$ cat src/rtl/fspr_pkg.sv
// Package with shared types and constants of the framed sensor packet receiver.
`timescale 1ns / 1ps
`default_nettype none
package fspr_pkg;

    localparam int FRAME_LEN  = 24;
    localparam int CHECK_LEN  = 22;
    localparam int STORE_LEN  = FRAME_LEN - 1;
    localparam int NUM_WORDS  = 9;
    localparam int MAG_W      = 15;
    localparam int BATT_W     = 7;
    localparam int POS_W      = 5;

    localparam logic [7:0] HEAD_RESET = 8'h7B;
    localparam logic [7:0] TAIL_RESET = 8'h7D;

    localparam logic [0:0] REG_HEAD = 1'b0;
    localparam logic [0:0] REG_TAIL = 1'b1;

    // Reciprocal of 1000 scaled by 2^26, rounded up; exact for all 16-bit words.
    localparam logic [16:0] DIV_MULT  = 17'd67109;
    localparam int          DIV_SHIFT = 26;

    typedef enum logic [1:0] {
        STATUS_OK       = 2'd0,
        STATUS_BAD_HEAD = 2'd1,
        STATUS_BAD_TAIL = 2'd2,
        STATUS_BAD_SUM  = 2'd3
    } frame_status_t;

    typedef logic [STORE_LEN-1:0][7:0] frame_bytes_t;

    typedef struct packed {
        frame_status_t                        status;
        logic [7:0]                           stop_flag;
        logic [NUM_WORDS-1:0][MAG_W-1:0]      mags;
        logic [BATT_W-1:0]                    battery;
    } frame_result_t;

endpackage
`default_nettype wire

$ cat src/rtl/fspr_decode.sv
// Frame check and field decode, evaluated on the beat that carries the last byte.
`timescale 1ns / 1ps
`default_nettype none
module fspr_decode (
    input  wire fspr_pkg::frame_bytes_t  frame,
    input  wire [7:0]                    last_byte,
    input  wire [7:0]                    head_byte,
    input  wire [7:0]                    tail_byte,
    input  wire [7:0]                    xor_sum,
    output fspr_pkg::frame_result_t      result
);
    import fspr_pkg::*;

    function automatic logic [MAG_W-1:0] magnitude(input logic [15:0] w);
        logic [15:0] neg;
        begin
            neg = 16'(~w + 16'd1);
            if (!w[15])
            begin
                magnitude = w[MAG_W-1:0];
            end
            else if (w == 16'h8000)
            begin
                magnitude = {MAG_W{1'b1}};
            end
            else
            begin
                magnitude = neg[MAG_W-1:0];
            end
        end
    endfunction

    frame_status_t status;
    logic [15:0]   batt_word;
    logic [32:0]   batt_prod;

    assign batt_word = {frame[20], frame[21]};
    assign batt_prod = 33'(batt_word) * 33'(DIV_MULT);

    always_comb
    begin
        if (frame[0] != head_byte)
        begin
            status = STATUS_BAD_HEAD;
        end
        else if (last_byte != tail_byte)
        begin
            status = STATUS_BAD_TAIL;
        end
        else if (frame[CHECK_LEN] != xor_sum)
        begin
            status = STATUS_BAD_SUM;
        end
        else
        begin
            status = STATUS_OK;
        end
    end

    always_comb
    begin
        result        = '0;
        result.status = status;
        if (status == STATUS_OK)
        begin
            result.stop_flag = frame[1];
            for (int k = 0; k < NUM_WORDS; k++)
            begin
                result.mags[k] = magnitude({frame[2 + 2 * k], frame[3 + 2 * k]});
            end
            result.battery = batt_prod[DIV_SHIFT +: BATT_W];
        end
    end

endmodule
`default_nettype wire

$ cat src/rtl/framed_sensor_packet_receiver_unit.sv
// Top level of the framed sensor packet receiver.
`timescale 1ns / 1ps
`default_nettype none
// Takes one received byte per beat, one beat per cycle, and groups the bytes into
// back-to-back 24-byte frames counted from reset. Every 24th byte produces one result
// beat in the next cycle, holding the frame status (in tuser) and the decoded fields;
// bad frames carry zeroed fields. s_tready drops only when the last byte of a frame
// arrives while the previous result still waits on the master side, so the input
// sustains one byte per cycle as long as each result is taken by the next frame's last byte.
module framed_sensor_packet_receiver_unit (
    input  wire          clk,
    input  wire          rst_n,
    input  wire          cfg_we,
    input  wire [0:0]    cfg_index,
    input  wire [7:0]    cfg_data,
    input  wire          s_tvalid,
    output logic         s_tready,
    // s_tdata: rx_byte[7:0]
    input  wire [7:0]    s_tdata,
    output logic         m_tvalid,
    input  wire          m_tready,
    // m_tdata: stop_flag[7:0], x_speed_mag[22:8], y_speed_mag[37:23],
    // z_speed_mag[52:38], x_accel_mag[67:53], y_accel_mag[82:68],
    // z_accel_mag[97:83], x_rate_mag[112:98], y_rate_mag[127:113],
    // z_rate_mag[142:128], battery_volts[149:143], zero fill[151:150]
    output logic [151:0] m_tdata,
    // m_tuser: frame_status[1:0]
    output logic [1:0]   m_tuser
);
    import fspr_pkg::*;

    localparam logic [POS_W-1:0] LAST_POS = POS_W'(FRAME_LEN - 1);
    localparam logic [POS_W-1:0] XOR_END  = POS_W'(CHECK_LEN);

    logic [7:0]       head_reg;
    logic [7:0]       tail_reg;
    logic [POS_W-1:0] pos_reg;
    logic [POS_W-1:0] pos_next;
    logic [7:0]       xor_reg;
    logic [7:0]       xor_next;
    frame_bytes_t     frame_reg;
    logic             out_valid_reg;
    logic [151:0]     tdata_reg;
    logic [1:0]       tuser_reg;

    logic             in_beat;
    logic             last_beat;
    frame_result_t    result;

    assign s_tready  = !((pos_reg == LAST_POS) && out_valid_reg && !m_tready);
    assign in_beat   = s_tvalid && s_tready;
    assign last_beat = in_beat && (pos_reg == LAST_POS);

    assign pos_next = (pos_reg == LAST_POS) ? '0 : POS_W'(pos_reg + 1'b1);
    always_comb
    begin
        if (pos_reg == LAST_POS)
        begin
            xor_next = '0;
        end
        else if (pos_reg < XOR_END)
        begin
            xor_next = xor_reg ^ s_tdata;
        end
        else
        begin
            xor_next = xor_reg;
        end
    end

    always_ff @(posedge clk or negedge rst_n)
    begin
        if (!rst_n)
        begin
            head_reg <= HEAD_RESET;
            tail_reg <= TAIL_RESET;
        end
        else if (cfg_we)
        begin
            case (cfg_index)
                REG_HEAD: head_reg <= cfg_data;
                REG_TAIL: tail_reg <= cfg_data;
                default:  ;
            endcase
        end
    end

    always_ff @(posedge clk or negedge rst_n)
    begin
        if (!rst_n)
        begin
            pos_reg <= '0;
            xor_reg <= '0;
        end
        else if (in_beat)
        begin
            pos_reg <= pos_next;
            xor_reg <= xor_next;
        end
    end

    always_ff @(posedge clk)
    begin
        for (int i = 0; i < STORE_LEN; i++)
        begin
            if (in_beat && (pos_reg == POS_W'(i)))
            begin
                frame_reg[i] <= s_tdata;
            end
        end
    end

    fspr_decode u_decode (
        .frame     (frame_reg),
        .last_byte (s_tdata),
        .head_byte (head_reg),
        .tail_byte (tail_reg),
        .xor_sum   (xor_reg),
        .result    (result)
    );

    always_ff @(posedge clk or negedge rst_n)
    begin
        if (!rst_n)
        begin
            out_valid_reg <= 1'b0;
        end
        else if (last_beat)
        begin
            out_valid_reg <= 1'b1;
        end
        else if (m_tready)
        begin
            out_valid_reg <= 1'b0;
        end
    end

    always_ff @(posedge clk)
    begin
        if (last_beat)
        begin
            tdata_reg <= {2'b00, result.battery, result.mags, result.stop_flag};
            tuser_reg <= result.status;
        end
    end

    assign m_tvalid = out_valid_reg;
    assign m_tdata  = tdata_reg;
    assign m_tuser  = tuser_reg;

    a_stall_only_at_last: assert property (@(posedge clk) disable iff (!rst_n)
        !s_tready |-> (out_valid_reg && (pos_reg == LAST_POS)))
        else $error("input stalled outside a pending frame end");

    a_result_follows_last: assert property (@(posedge clk) disable iff (!rst_n)
        last_beat |=> out_valid_reg)
        else $error("no result after the last byte of a frame");

    a_pos_in_range: assert property (@(posedge clk) disable iff (!rst_n)
        pos_reg <= LAST_POS)
        else $error("byte position out of range");

    a_xor_clear_at_start: assert property (@(posedge clk) disable iff (!rst_n)
        (pos_reg == '0) |-> (xor_reg == '0))
        else $error("checksum not cleared at frame start");

endmodule
`default_nettype wire

$ cat config.mk
export PLATFORM = sky130hd
export DESIGN_NAME = framed_sensor_packet_receiver_unit
export DESIGN_NICKNAME = d
export VERILOG_FILES = /design/src/rtl/fspr_pkg.sv /design/src/rtl/fspr_decode.sv /design/src/rtl/framed_sensor_packet_receiver_unit.sv
export SDC_FILE = /design/constraint.sdc
export NUM_CORES = 1
export LEC_CHECK = 0
export ABC_AREA = 1
export BUFFER_PORTS_ARGS = -buffer_cell sky130_fd_sc_hd__buf_2
export CAP_MARGIN = 5
export CELL_PAD_IN_SITES_DETAIL_PLACEMENT = 1
export CELL_PAD_IN_SITES_GLOBAL_PLACEMENT = 2
export CORE_ASPECT_RATIO = 1.5
export CORE_MARGIN = 2
export CORE_UTILIZATION = 43
export CTS_BUF_LIST = sky130_fd_sc_hd__clkbuf_4
export CTS_CLUSTER_SIZE = 20
export DETAILED_ROUTE_END_ITERATION = 6
export HOLD_SLACK_MARGIN = 0.1
export PLACE_DENSITY = 0.83
export SLEW_MARGIN = 20
export SYNTH_ARGS = -nofsm -noshare
export SYNTH_HDL_FRONTEND = slang
export SYNTH_SLANG_ARGS = --single-unit
$ cat constraint.sdc
create_clock -name clk -period 7.69 [get_ports clk]
set_clock_uncertainty 0.15 [all_clocks]
set_input_delay 0.3845 -clock clk [delete_from_list [all_inputs] [get_ports clk]]
set_output_delay 0.3845 -clock clk [all_outputs]
set_load 0.05 [all_outputs]
== After elaboration in Yosys (flattened, before gate mapping) ==
Cells that the tools add are included.

* Logic and storage cells: 150
* Bits of input ports: 22
* Register bits: 366
* Output and inout bits: 156

* Order comparisons: 1
* Eq/ne operators: 35
* Multiply operators: 1
* Add/subtract/negate cells: 10
* Bitwise gates (word level): 11
* Mux-type cells: 26
* Reductions and logical operators: 36

{| class="wikitable"
|+ Operators by type and width
! kind !! number
|-
| 2-to-1 mux 15 bit || 18
|-
| == test 16 bit, second input constant || 9
|-
| adder 15 x 1 -> 15 bit, second input constant || 9
|-
| inverter 15 bit || 9
|-
| == test 5 x 4 -> 1 bit, second input constant || 8
|-
| == test 5 bit, second input constant || 8
|-
| multiplier 16 x 17 -> 33 bit, second input constant || 1
|-
| logical AND 1 bit || 27
|-
| != test 8 bit || 3
|-
| == test 5 x 3 -> 1 bit, second input constant || 4
|-
| 2-to-1 mux 8 bit || 2
|-
| == test 5 x 2 -> 1 bit, second input constant || 2
|-
| bitwise XOR 8 bit || 1
|-
| 2-to-1 mux 2 bit || 3
|-
| AND reduction 2 bit || 3
|-
| adder 5 x 1 -> 5 bit, second input constant || 1
|-
| == test 5 x 1 -> 1 bit, second input constant || 1
|-
| zero test 5 bit || 1
|-
| less-than comparator 5 bit, second input constant || 1
|-
| 2-to-1 mux 5 bit || 1
|-
| nonzero test 2 bit || 2
|-
| zero test 1 bit || 2
|-
| zero test 2 bit || 1
|-
| 2-to-1 mux 1 bit || 2
|-
| inverter 1 bit || 1
|}

== Depth between registers and ports, before layout ==
Gate-level depths: netlist of the first run.

* Word-level depth: 7
* Mapped depth: 22
* Gate-level depth less buffers: 22

== Hierarchy ==
Synthesis of the first run repeated with hierarchy kept, for this count alone.

* Cell total of the unflattened synthesis: 2132
* Area, all modules: 20791.2 sq um

{| class="wikitable"
|+ By module, submodules not included
! module !! sequential area each (sq um) !! instances !! area an instance (sq um) !! cells an instance
|-
| framed_sensor_packet_receiver_unit || 10855.4 || 1 || 11786.3 || 555
|-
| fspr_decode || 0.0 || 1 || 9004.9 || 1577
|}

== Worst setup path after synthesis of the first run ==
No wires, ideal clock.

* Kind: reg2reg
* Start: register frame_reg[165] (netlist name)
* End: register tdata_reg[144], in the netlist m_tdata[144], data pin
* Library setup time: 0.253 ns
* Setup slack: 3.326 ns
* Required time: 7.287 ns
* Clock period less this slack: 4.364 ns
* Arrival time: 3.961 ns
* Path buffers: 0
* Stages on the path, launching flop included: 18
* Cells stage by stage: edfxtp_1 ha_1 fa_1 inv_1 fa_1 inv_1 fa_1 fa_1 ha_1 ha_1 a21oi_1 nor2_1 nor2_1 nand2_1 nand2_1 nand3_1 nor2_1 nor2_1

* Word-level cells in the longest chain between the ends: 1

{| class="wikitable"
|+ RTL lines
! what !! line !! RTL
|-
| start: declaration || framed_sensor_packet_receiver_unit.sv:41 || <nowiki>frame_bytes_t frame_reg;</nowiki>
|-
| start signal: indexed assignment || framed_sensor_packet_receiver_unit.sv:108 || <nowiki>frame_reg[i] <= s_tdata;</nowiki>
|-
| multiplier 16 x 17 -> 33 bit || fspr_decode.sv:38 || <nowiki>assign batt_prod = 33'(batt_word) * 33'(DIV_MULT);</nowiki>
|-
| end signal: assignment || framed_sensor_packet_receiver_unit.sv:142 || <nowiki>tdata_reg <= {2'b00, result.battery, result.mags, result.stop_flag};</nowiki>
|-
| end: declaration || framed_sensor_packet_receiver_unit.sv:43 || <nowiki>logic [151:0] tdata_reg;</nowiki>
|}

Every way passes these cells.
A chain may end at the register's enable or synchronous reset.

== Worst setup path in the final report of the first run ==
* Start: register frame_reg[167] (netlist name)
* End: register tdata_reg[148], in the netlist m_tdata[148], data pin

Same word-level chain as after synthesis.

==> results.md, run 1 <==
- The run finished with clean final reports.
- By instance count, the cell type seen most on the critical path is fa_1.
- Together, buffers and inverters on the worst path number 2.
- After floorplanning, the core was divided into 96 placement rows.
- The total negative slack for setup checks is 0 ps.
- Counting I/O delays and the setup requirement, the final critical path takes 4720 ps.
- Setup repair after global routing left no endpoint under its margin.
- The congestion estimate from routability-driven global placement came to 0.838.
- The count of TritonRoute iterations in the first routing pass is 5.
- Detailed routing placed a total of 29.8 mm of wire on met2.
- 178 I/O pins were placed.
- The number of placed instances, taps included, is 2686.
- The first global-routing pass estimated 85.8 mm of wire.
- Once detail routing completed, the nets flagged for antenna violations numbered 0.
- On the worst path, the slowest cell contributes a delay of 550 ps.
- The final-report setup violation count is 0.
- Clock-pin slew was measured on the worst setup and hold paths at 80 ps.
- Combinational logic burns 17.1% of the power.
- The width of the die is 179 µm.
- The total number of clock tree sinks is 366.
- The leakage power is 9.69 nW.
- The worst hold-check path type is in2reg.
- The sum of routed wire length over all layers is 54.9 mm.
- The met1 wire length is 21.3 mm.
- The number of buffers inserted during clock tree synthesis is 92.
- The post-detailed-placement half-perimeter wirelength is 39.3 mm.
- The number of hold violations in the final report is 0.
- Clock tree synthesis selected as its root buffer the cell clkbuf_4.
- The worst setup path is captured at a register.
- The worst setup path is of the reg2reg kind.
- The number of antenna violations at the first check in global routing is 2.
- The relative slew slack is 27.1%.
- TritonCTS built the clock tree.
- The detailed-route via count is 14696.
- The number of flip-flops and latches in the synthesized netlist is 366.
- The worst-case IR drop observed on VDD is 0.132 mV.
- The cell area after synthesis is 0.0198 mm².
- The remaining global-route overflow is 0.
- Across all setup checks in the final design, the least slack found is 2970 ps.
- The number of max-slew violations in the final report is 0.
- The proportion of synthesized chip area in sequential cells is 54.9%.
- The startpoint type of the worst setup path is a register.
- Measured along the y axis, the die boundary spans 267 µm.
- The final cell count without fillers is 2887.
- Max-cap violations in this run came to 0.
- The average wire per cell in the routed design is 19.0 µm.
- The number of warnings reported in the yosys synthesis log is 0.
- Synthesis produced 1945 cells.
- The worst endpoint required time is 8060 ps.
- The highest-delay cell along the critical path is fa_1.
- In this run the power density over the cells is 214 mW/mm².
- The area of the die is 0.0477 mm².
- Counting flops with an async set or reset pin after synthesis yields a share of 8.20%.
- Timing would allow up to 0.212 GHz.
- At the placement stage, the worst setup path has a slack of 3010 ps.
- For this configuration, the core starts out at a cell density of 43.4%.
- The via count of the first global-routing pass was 16055.
- Counting along the longest clock path gives a buffer depth of 3.
- The clock power share is 34.0%.
- The total met3 wirelength after detailed routing is 1.84 mm.
- In the synthesized netlist the dominant register cell turns out to be edfxtp_1.
- For the worst-skew pair, the clock arrives at the later sink with an insertion delay of 820 ps.
- The highest metal layer carrying signal wires in the routed design is met4.
- The data arrival at the endpoint of the critical path is 5090 ps.
- Cell internal power was estimated by the tool at 3.38 mW.
- Grouping stages by cell kind, the critical path spends the most delay in adder cells.
- The average instance in the mapped netlist occupies 10.2 µm².
- The detailed router finished its first iteration with 599 violations.
- The number of nets at the end of the flow is 2424.
- The net switching power of the design is 1.50 mW.
- The distinct cell type count after synthesis is 36.
- The number of flops mapped to enable cells by yosys is 336.
- At the pin with the least slew margin, the transition time is 1090 ps.
- The post-CTS setup buffer count is 0.
- The number of port buffers is 175.
- Cells with a size suffix above 1 make up 15.7% of the layout.
- The CTS H-tree depth is 3.
- The portion of the clock cycle consumed by the worst path in the final layout is 61.4%.
- Walking the worst path, the cells encountered are ha_1, fa_1, inv_1, fa_1, inv_1, fa_1, fa_1, ha_1, ha_1, a21oi_1, o21bai_1, nand2_1, nand2_1, nor2_1, nand2_1, nor2_1, nor2_1.
- The overall routing resource usage is 23.7%.
- The relative contribution of sequential cells to total power is 48.9%.
- The growth of design area from synthesis to finish is 15.3%.
- The floorplan step defined a core boundary enclosing 0.0455 mm².
- Final hold analysis gives a worst-case slack of 246 ps.
- Along the worst path, the maximum fanout reaches 7.
- The pin count of the biggest net entering global routing is 89.
- The DRC violation count after routing is 0.
- In this run switching power makes up 30.7% of total power.
- The overall power of the completed layout is 4.88 mW.
- The number of vias per cell is 5.09.
- The number of flip-flops under the largest register name is 184.
-- layout make-up --
type                            count  area, µm²
Clock inverter                     43        209
Clock buffer                      129        968
Inverter                          287       1080
Sequential cell                   366      10900
Fill cell                        5203      22700
Timing Repair Buffer              219       1270
Multi-Input combinational cell   1253       7660
Tap cell                          588        736
Antenna cell                        2       5.00
-- tightest hold or removal path: stages --
cell and delay [ps]:
dlygate4sd3_1 520, buf_2 110, inv_1 60, o21ai_0 90
-- Yosys cell counts, types with 7 or more instances --
cell type,count,area [µm²]
a31oi_1,8,50.1
buf_2,17,85.1
a21oi_1,135,676
dfrtp_1,18,450
o211ai_1,12,90.1
nor2_1,254,953
edfxtp_1,336,10100
clkbuf_1,19,71.3
xnor2_1,7,61.3
nand2_1,329,1230
inv_1,284,1070
o31ai_1,18,135
ha_1,144,1800
o21ai_0,85,425
dfstp_2,12,315
fa_1,39,781
nor3_1,32,160
xor2_1,65,569
nand3_1,83,415
o21a_1,10,75.1
-- layer usage --
layer	track usage, %	vias to the layer above
met4	10.5	0
li1	-	7102
met1	26.2	7212
met2	44.1	269
met5	0	-
met3	3.83	113
-- worst paths after layout --
| check | to | slack, ps | start | cells past startpoint |
|---|---|---|---|---|
| max in group asynchronous | xor_reg[7] | 5260 | rst_n | 4 |
| worst max-delay path | m_tdata[148] | 2970 | frame_reg[167] | 17 |
| worst min-delay path | tail_reg[3] | 250 | cfg_data[3] | 4 |
| worst max register to register | m_tdata[148] | 2970 | frame_reg[167] | 17 |
| min in group asynchronous | tail_reg[6] | 660 | rst_n | 3 |
| worst min register to register | head_reg[2] | 350 | head_reg[2] | 2 |
-- timing repair --
item / in CTS / in global routing
setup endpoints to repair: 0 / 0
resized for setup: 0 / 0
hold buffers: 27 / 0
endpoints found under the hold margin: 238 / 0
-- through the flow --
stage | util, % | cell area [µm²]
after floorplan | - | 19800
after CTS | 50.0 | 22800
final | 50.1 | 22800
after global placement | 46.9 | 21300
after detailed placement | 46.9 | 21300
after global routing | 50.1 | 22800
-- power by group through the flow --
stage                     clock [mW]  sequential [mW]  combinational [mW]
after floorplan                    0             2.46               0.530
after global routing            1.80             2.40               0.948
after CTS                       1.72             2.39               0.850
final                           1.66             2.39               0.836
after detailed placement           0             2.43               0.828
after global placement             0             2.42               0.805
-- cells in the final DEF, fill, tap and decap left out, drive strengths merged --
master	n
a21boi	1
a21o	6
a21oi	135
a22oi	1
a31oi	8
buf	192
bufinv	1
clkbuf	129
clkinv	40
conb	2
dfrtp	18
dfstp	12
diode	2
dlygate4sd3	27
edfxtp	336
fa	39
ha	144
inv	289
nand2	329
nand3	83
nand3b	3
nand4	4
nor2	257
nor3	32
o211ai	12
o21a	10
o21ai	85
o21bai	3
o22ai	2
o31ai	18
or2	7
xnor2	7
xor2	65
-- cells by family after synthesis --
family	synth area share, %
AO/OA/AOI/OAI	7.82
XOR/XNOR	3.19
adder cells (fa/ha/maj)	13.1
buffers and inverters	6.43
flip-flops	54.9
other	0.0190
AND/OR/NAND/NOR	14.6
Power figures use the tool's default switching activity.
==> run 2, diff against run 1 <==
--- a/config.mk
+++ b/config.mk
@@ -12,12 +12,12 @@
 export CELL_PAD_IN_SITES_GLOBAL_PLACEMENT = 2
 export CORE_ASPECT_RATIO = 1.5
 export CORE_MARGIN = 2
-export CORE_UTILIZATION = 43
+export CORE_UTILIZATION = 40
 export CTS_BUF_LIST = sky130_fd_sc_hd__clkbuf_4
 export CTS_CLUSTER_SIZE = 20
 export DETAILED_ROUTE_END_ITERATION = 6
 export HOLD_SLACK_MARGIN = 0.1
-export PLACE_DENSITY = 0.83
+export PLACE_DENSITY = 0.78
 export SLEW_MARGIN = 20
 export SYNTH_ARGS = -nofsm -noshare
 export SYNTH_HDL_FRONTEND = slang
==> constraint.sdc (replaced) <==
create_clock -name clk -period 4.9 [get_ports clk]
set_clock_uncertainty 0.15 [all_clocks]
set_input_delay 0.245 -clock clk [delete_from_list [all_inputs] [get_ports clk]]
set_output_delay 0.245 -clock clk [all_outputs]
set_load 0.05 [all_outputs]
==> results.md, run 2 (synthesis gave the netlist of run 1 again) <==
- The final critical path takes up 94.9% of the cycle.
- The initial utilization of the core area, before any placement, comes to 40.6%.
- The final-report setup violation count is 0.
- The maximum clock frequency is 0.215 GHz.
- The finished layout cell area is 0.0232 mm².
- In the final layout, the share of cells above drive strength 1 is 16.3%.
- The top cell types in the final layout, fill and taps aside, are 336 x edfxtp_1, 329 x nand2_1, 284 x inv_1, 253 x nor2_1, 175 x buf_2.
- Entering global routing, the biggest net connects 97 pins.
- Routability-driven placement finished with a final weighted congestion of 0.822.
- The count of buffers added on input and output ports is 175.
- The relative slew slack is 35.9%.
- The critical path startpoint is frame_reg[165].
- The endpoint kind of the worst setup timing path is a register.
- The CTS tree is yes.
- For this design the static power due to leakage is 9.83 nW.
- The path with the worst hold slack has its endpoint at frame_reg[147].
- The leading cell type in the layout, fill and taps excluded is edfxtp_1.
- The beginning of the worst register-to-register path is frame_reg[165].
- Detailed placement ended at an HPWL of 40.4 mm.
- The endpoint identified for the worst register-to-register timing path is m_tdata[143].
- IR analysis of the VDD net gives a maximum drop of 0.188 mV.
- The overall routing resource usage is 22.5%.
- Compared with the post-synthesis result, the final layout area differs by 17.1%.
- The global-route wire length before repair is 87.2 mm.
- Clock tree synthesis found a total of 366 sinks.
- The clock reaches the later pin of the worst-skew pair after 840 ps.
- The data arrival at the endpoint of the critical path is 5040 ps.
- The number of buffers on the longest clock path is 3.
- The clock period could shrink to 4650 ps.
- At the pin with the least slew margin, the transition time is 959 ps.
- The detailed router finished its first iteration with 630 violations.
- At the end of the flow the core is filled with cells to 47.6%.
- The clock edge transition at the registers on the reported setup and hold paths is 70 ps.
- The startpoint type of the worst setup path is a register.
- After detailed routing, the number of vias per cell comes to 4.96.
- The floorplan has 99 rows.
- The die is 186 µm wide.
- The cell sitting at the root of the clock tree is a clkbuf_4.
- For this block, the routed nets add up to 56.6 mm of wire.
- The via count of the first global-routing pass is 15970.
- The number of max-slew violations in the final report was 0.
- The floorplan step set the die height to 276 µm.
- In this run the worst hold path is classified as in2reg.
- Of all nets on the critical path, the largest fanout is 3.
- Across all layers, the routed design uses 14781 vias.
- The final antenna-violating net count is 0.
- The remaining global-route overflow is 0.
- The number of hold violations in the final report came to 0.
- Dividing total power by cell area gives a power density of 333 mW/mm².
- The number of buffers inserted during clock tree synthesis is 91.
- Max-cap violations in this run came to 0.
- Counting instances, the worst hold path has a depth of 2.
- The number of cells on the worst reg-to-reg path is 19.
- The instance area at placement is 0.0215 mm².
- In the routed design, unresolved DRC markers number 0.
- In this run the most critical hold path is launched from s_tdata[3].
- In this run the register-to-register setup slack is 250 ps.
- In the final design database the tool counted 2453 nets.
- In the final routed layout, each cell accounts on average for 19.0 µm.
- The count of TritonRoute iterations in the first routing pass is 4.
- The worst endpoint required time is 5290 ps.
- The class of the most critical setup path is reg2reg.
- The die covers 0.0513 mm².
- The number of flip-flops under the largest register name is 184.
- The I/O pin count is 178.
- The number of antenna violations at the first check in global routing was 3.
- The CTS H-tree depth is 3.
- The flow ran to the end, and the final reports show no timing, DRC or antenna violations.
- The core region is 0.0487 mm².
-- run 2: cell count changes in the layout (fill, tap and decap cells not counted), moves of 2 or more --
cell,before,now
dlygate4sd3_1,27,39
inv_2,2,0
clkinv_1,30,24
clkbuf_4,129,125
clkinv_2,9,12
buf_4,17,32
buf_12,0,2
clkinv_4,1,3
-- run 2: power breakdown --
part	internal [mW]	switching (mW)	leakage (nW)
logic	0.439	0.906	6.00
registers	3.60	0.139	3.13
clock network	1.30	1.31	0.699
total	5.34	2.36	9.83
-- run 2: layout make-up --
type                    count  area (µm²)
well taps                 656         821
clock inverters            41         240
diodes                      2        5.00
repair buffers            249        1550
flip-flops and latches    366       10900
multi-input cells        1253        7660
inverters                 287        1080
fillers                  5529       25500
clock buffers             125         938
-- run 2: per-stage QoR --
step / setup WS, ps / TNS, ps / std cells / hold WS (ps) / total power, mW
3_5_place_dp: 187 / 0 / 2763 / 209 / 5.13
6_report: 248 / 0 / 2979 / 342 / 7.70
2_1_floorplan: 536 / 0 / 1946 / -201 / 4.69
5_1_grt: -6.32 / -6.32 / 2978 / 309 / 8.13
3_3_place_gp: 256 / 0 / 2763 / 194 / 5.09
4_1_cts: 191 / 0 / 2969 / 243 / 7.82
-- run 2: worst max-delay path by stage --
stage,end,slack [ps],depth (start not counted)
floorplan,m_tdata[144],540,17
global placement,m_tdata[149],260,14
detailed placement,m_tdata[149],190,14
CTS,m_tdata[145],190,16
global route,m_tdata[146],-6,18
finish,m_tdata[143],250,19
-- run 2: critical path, stage by stage (launching register included) --
cell and delay (ps):
edfxtp_1 400, ha_1 230, fa_1 500, inv_1 60, fa_1 500, inv_1 60, fa_1 560, fa_1 420
ha_1 320, ha_1 330, nand2_1 160, inv_1 50, nand2_1 70, nand2_1 70, nand2_1 60, nand2_1 70
a21oi_1 190, nand3b_1 100, nand2_1 60, nor2_1 40
-- run 2: metal layers --
metal	vias up	GRT usage, %	wire length, µm
li1	7161	-	-
met1	7262	23.9	21500
met2	263	43.2	31600
met3	93	3.53	1840
met4	2	9.36	1640
met5	-	0	13
-- run 2: timing repair --
| item | 4_1_cts | 5_1_grt |
|---|---|---|
| hold buffers | 40 | 0 |
| setup buffers | 0 | 8 |
| hold endpoints to repair | 254 | 0 |
| gates resized for setup | 0 | 1 |
| endpoints found under the setup margin | 0 | 3 |
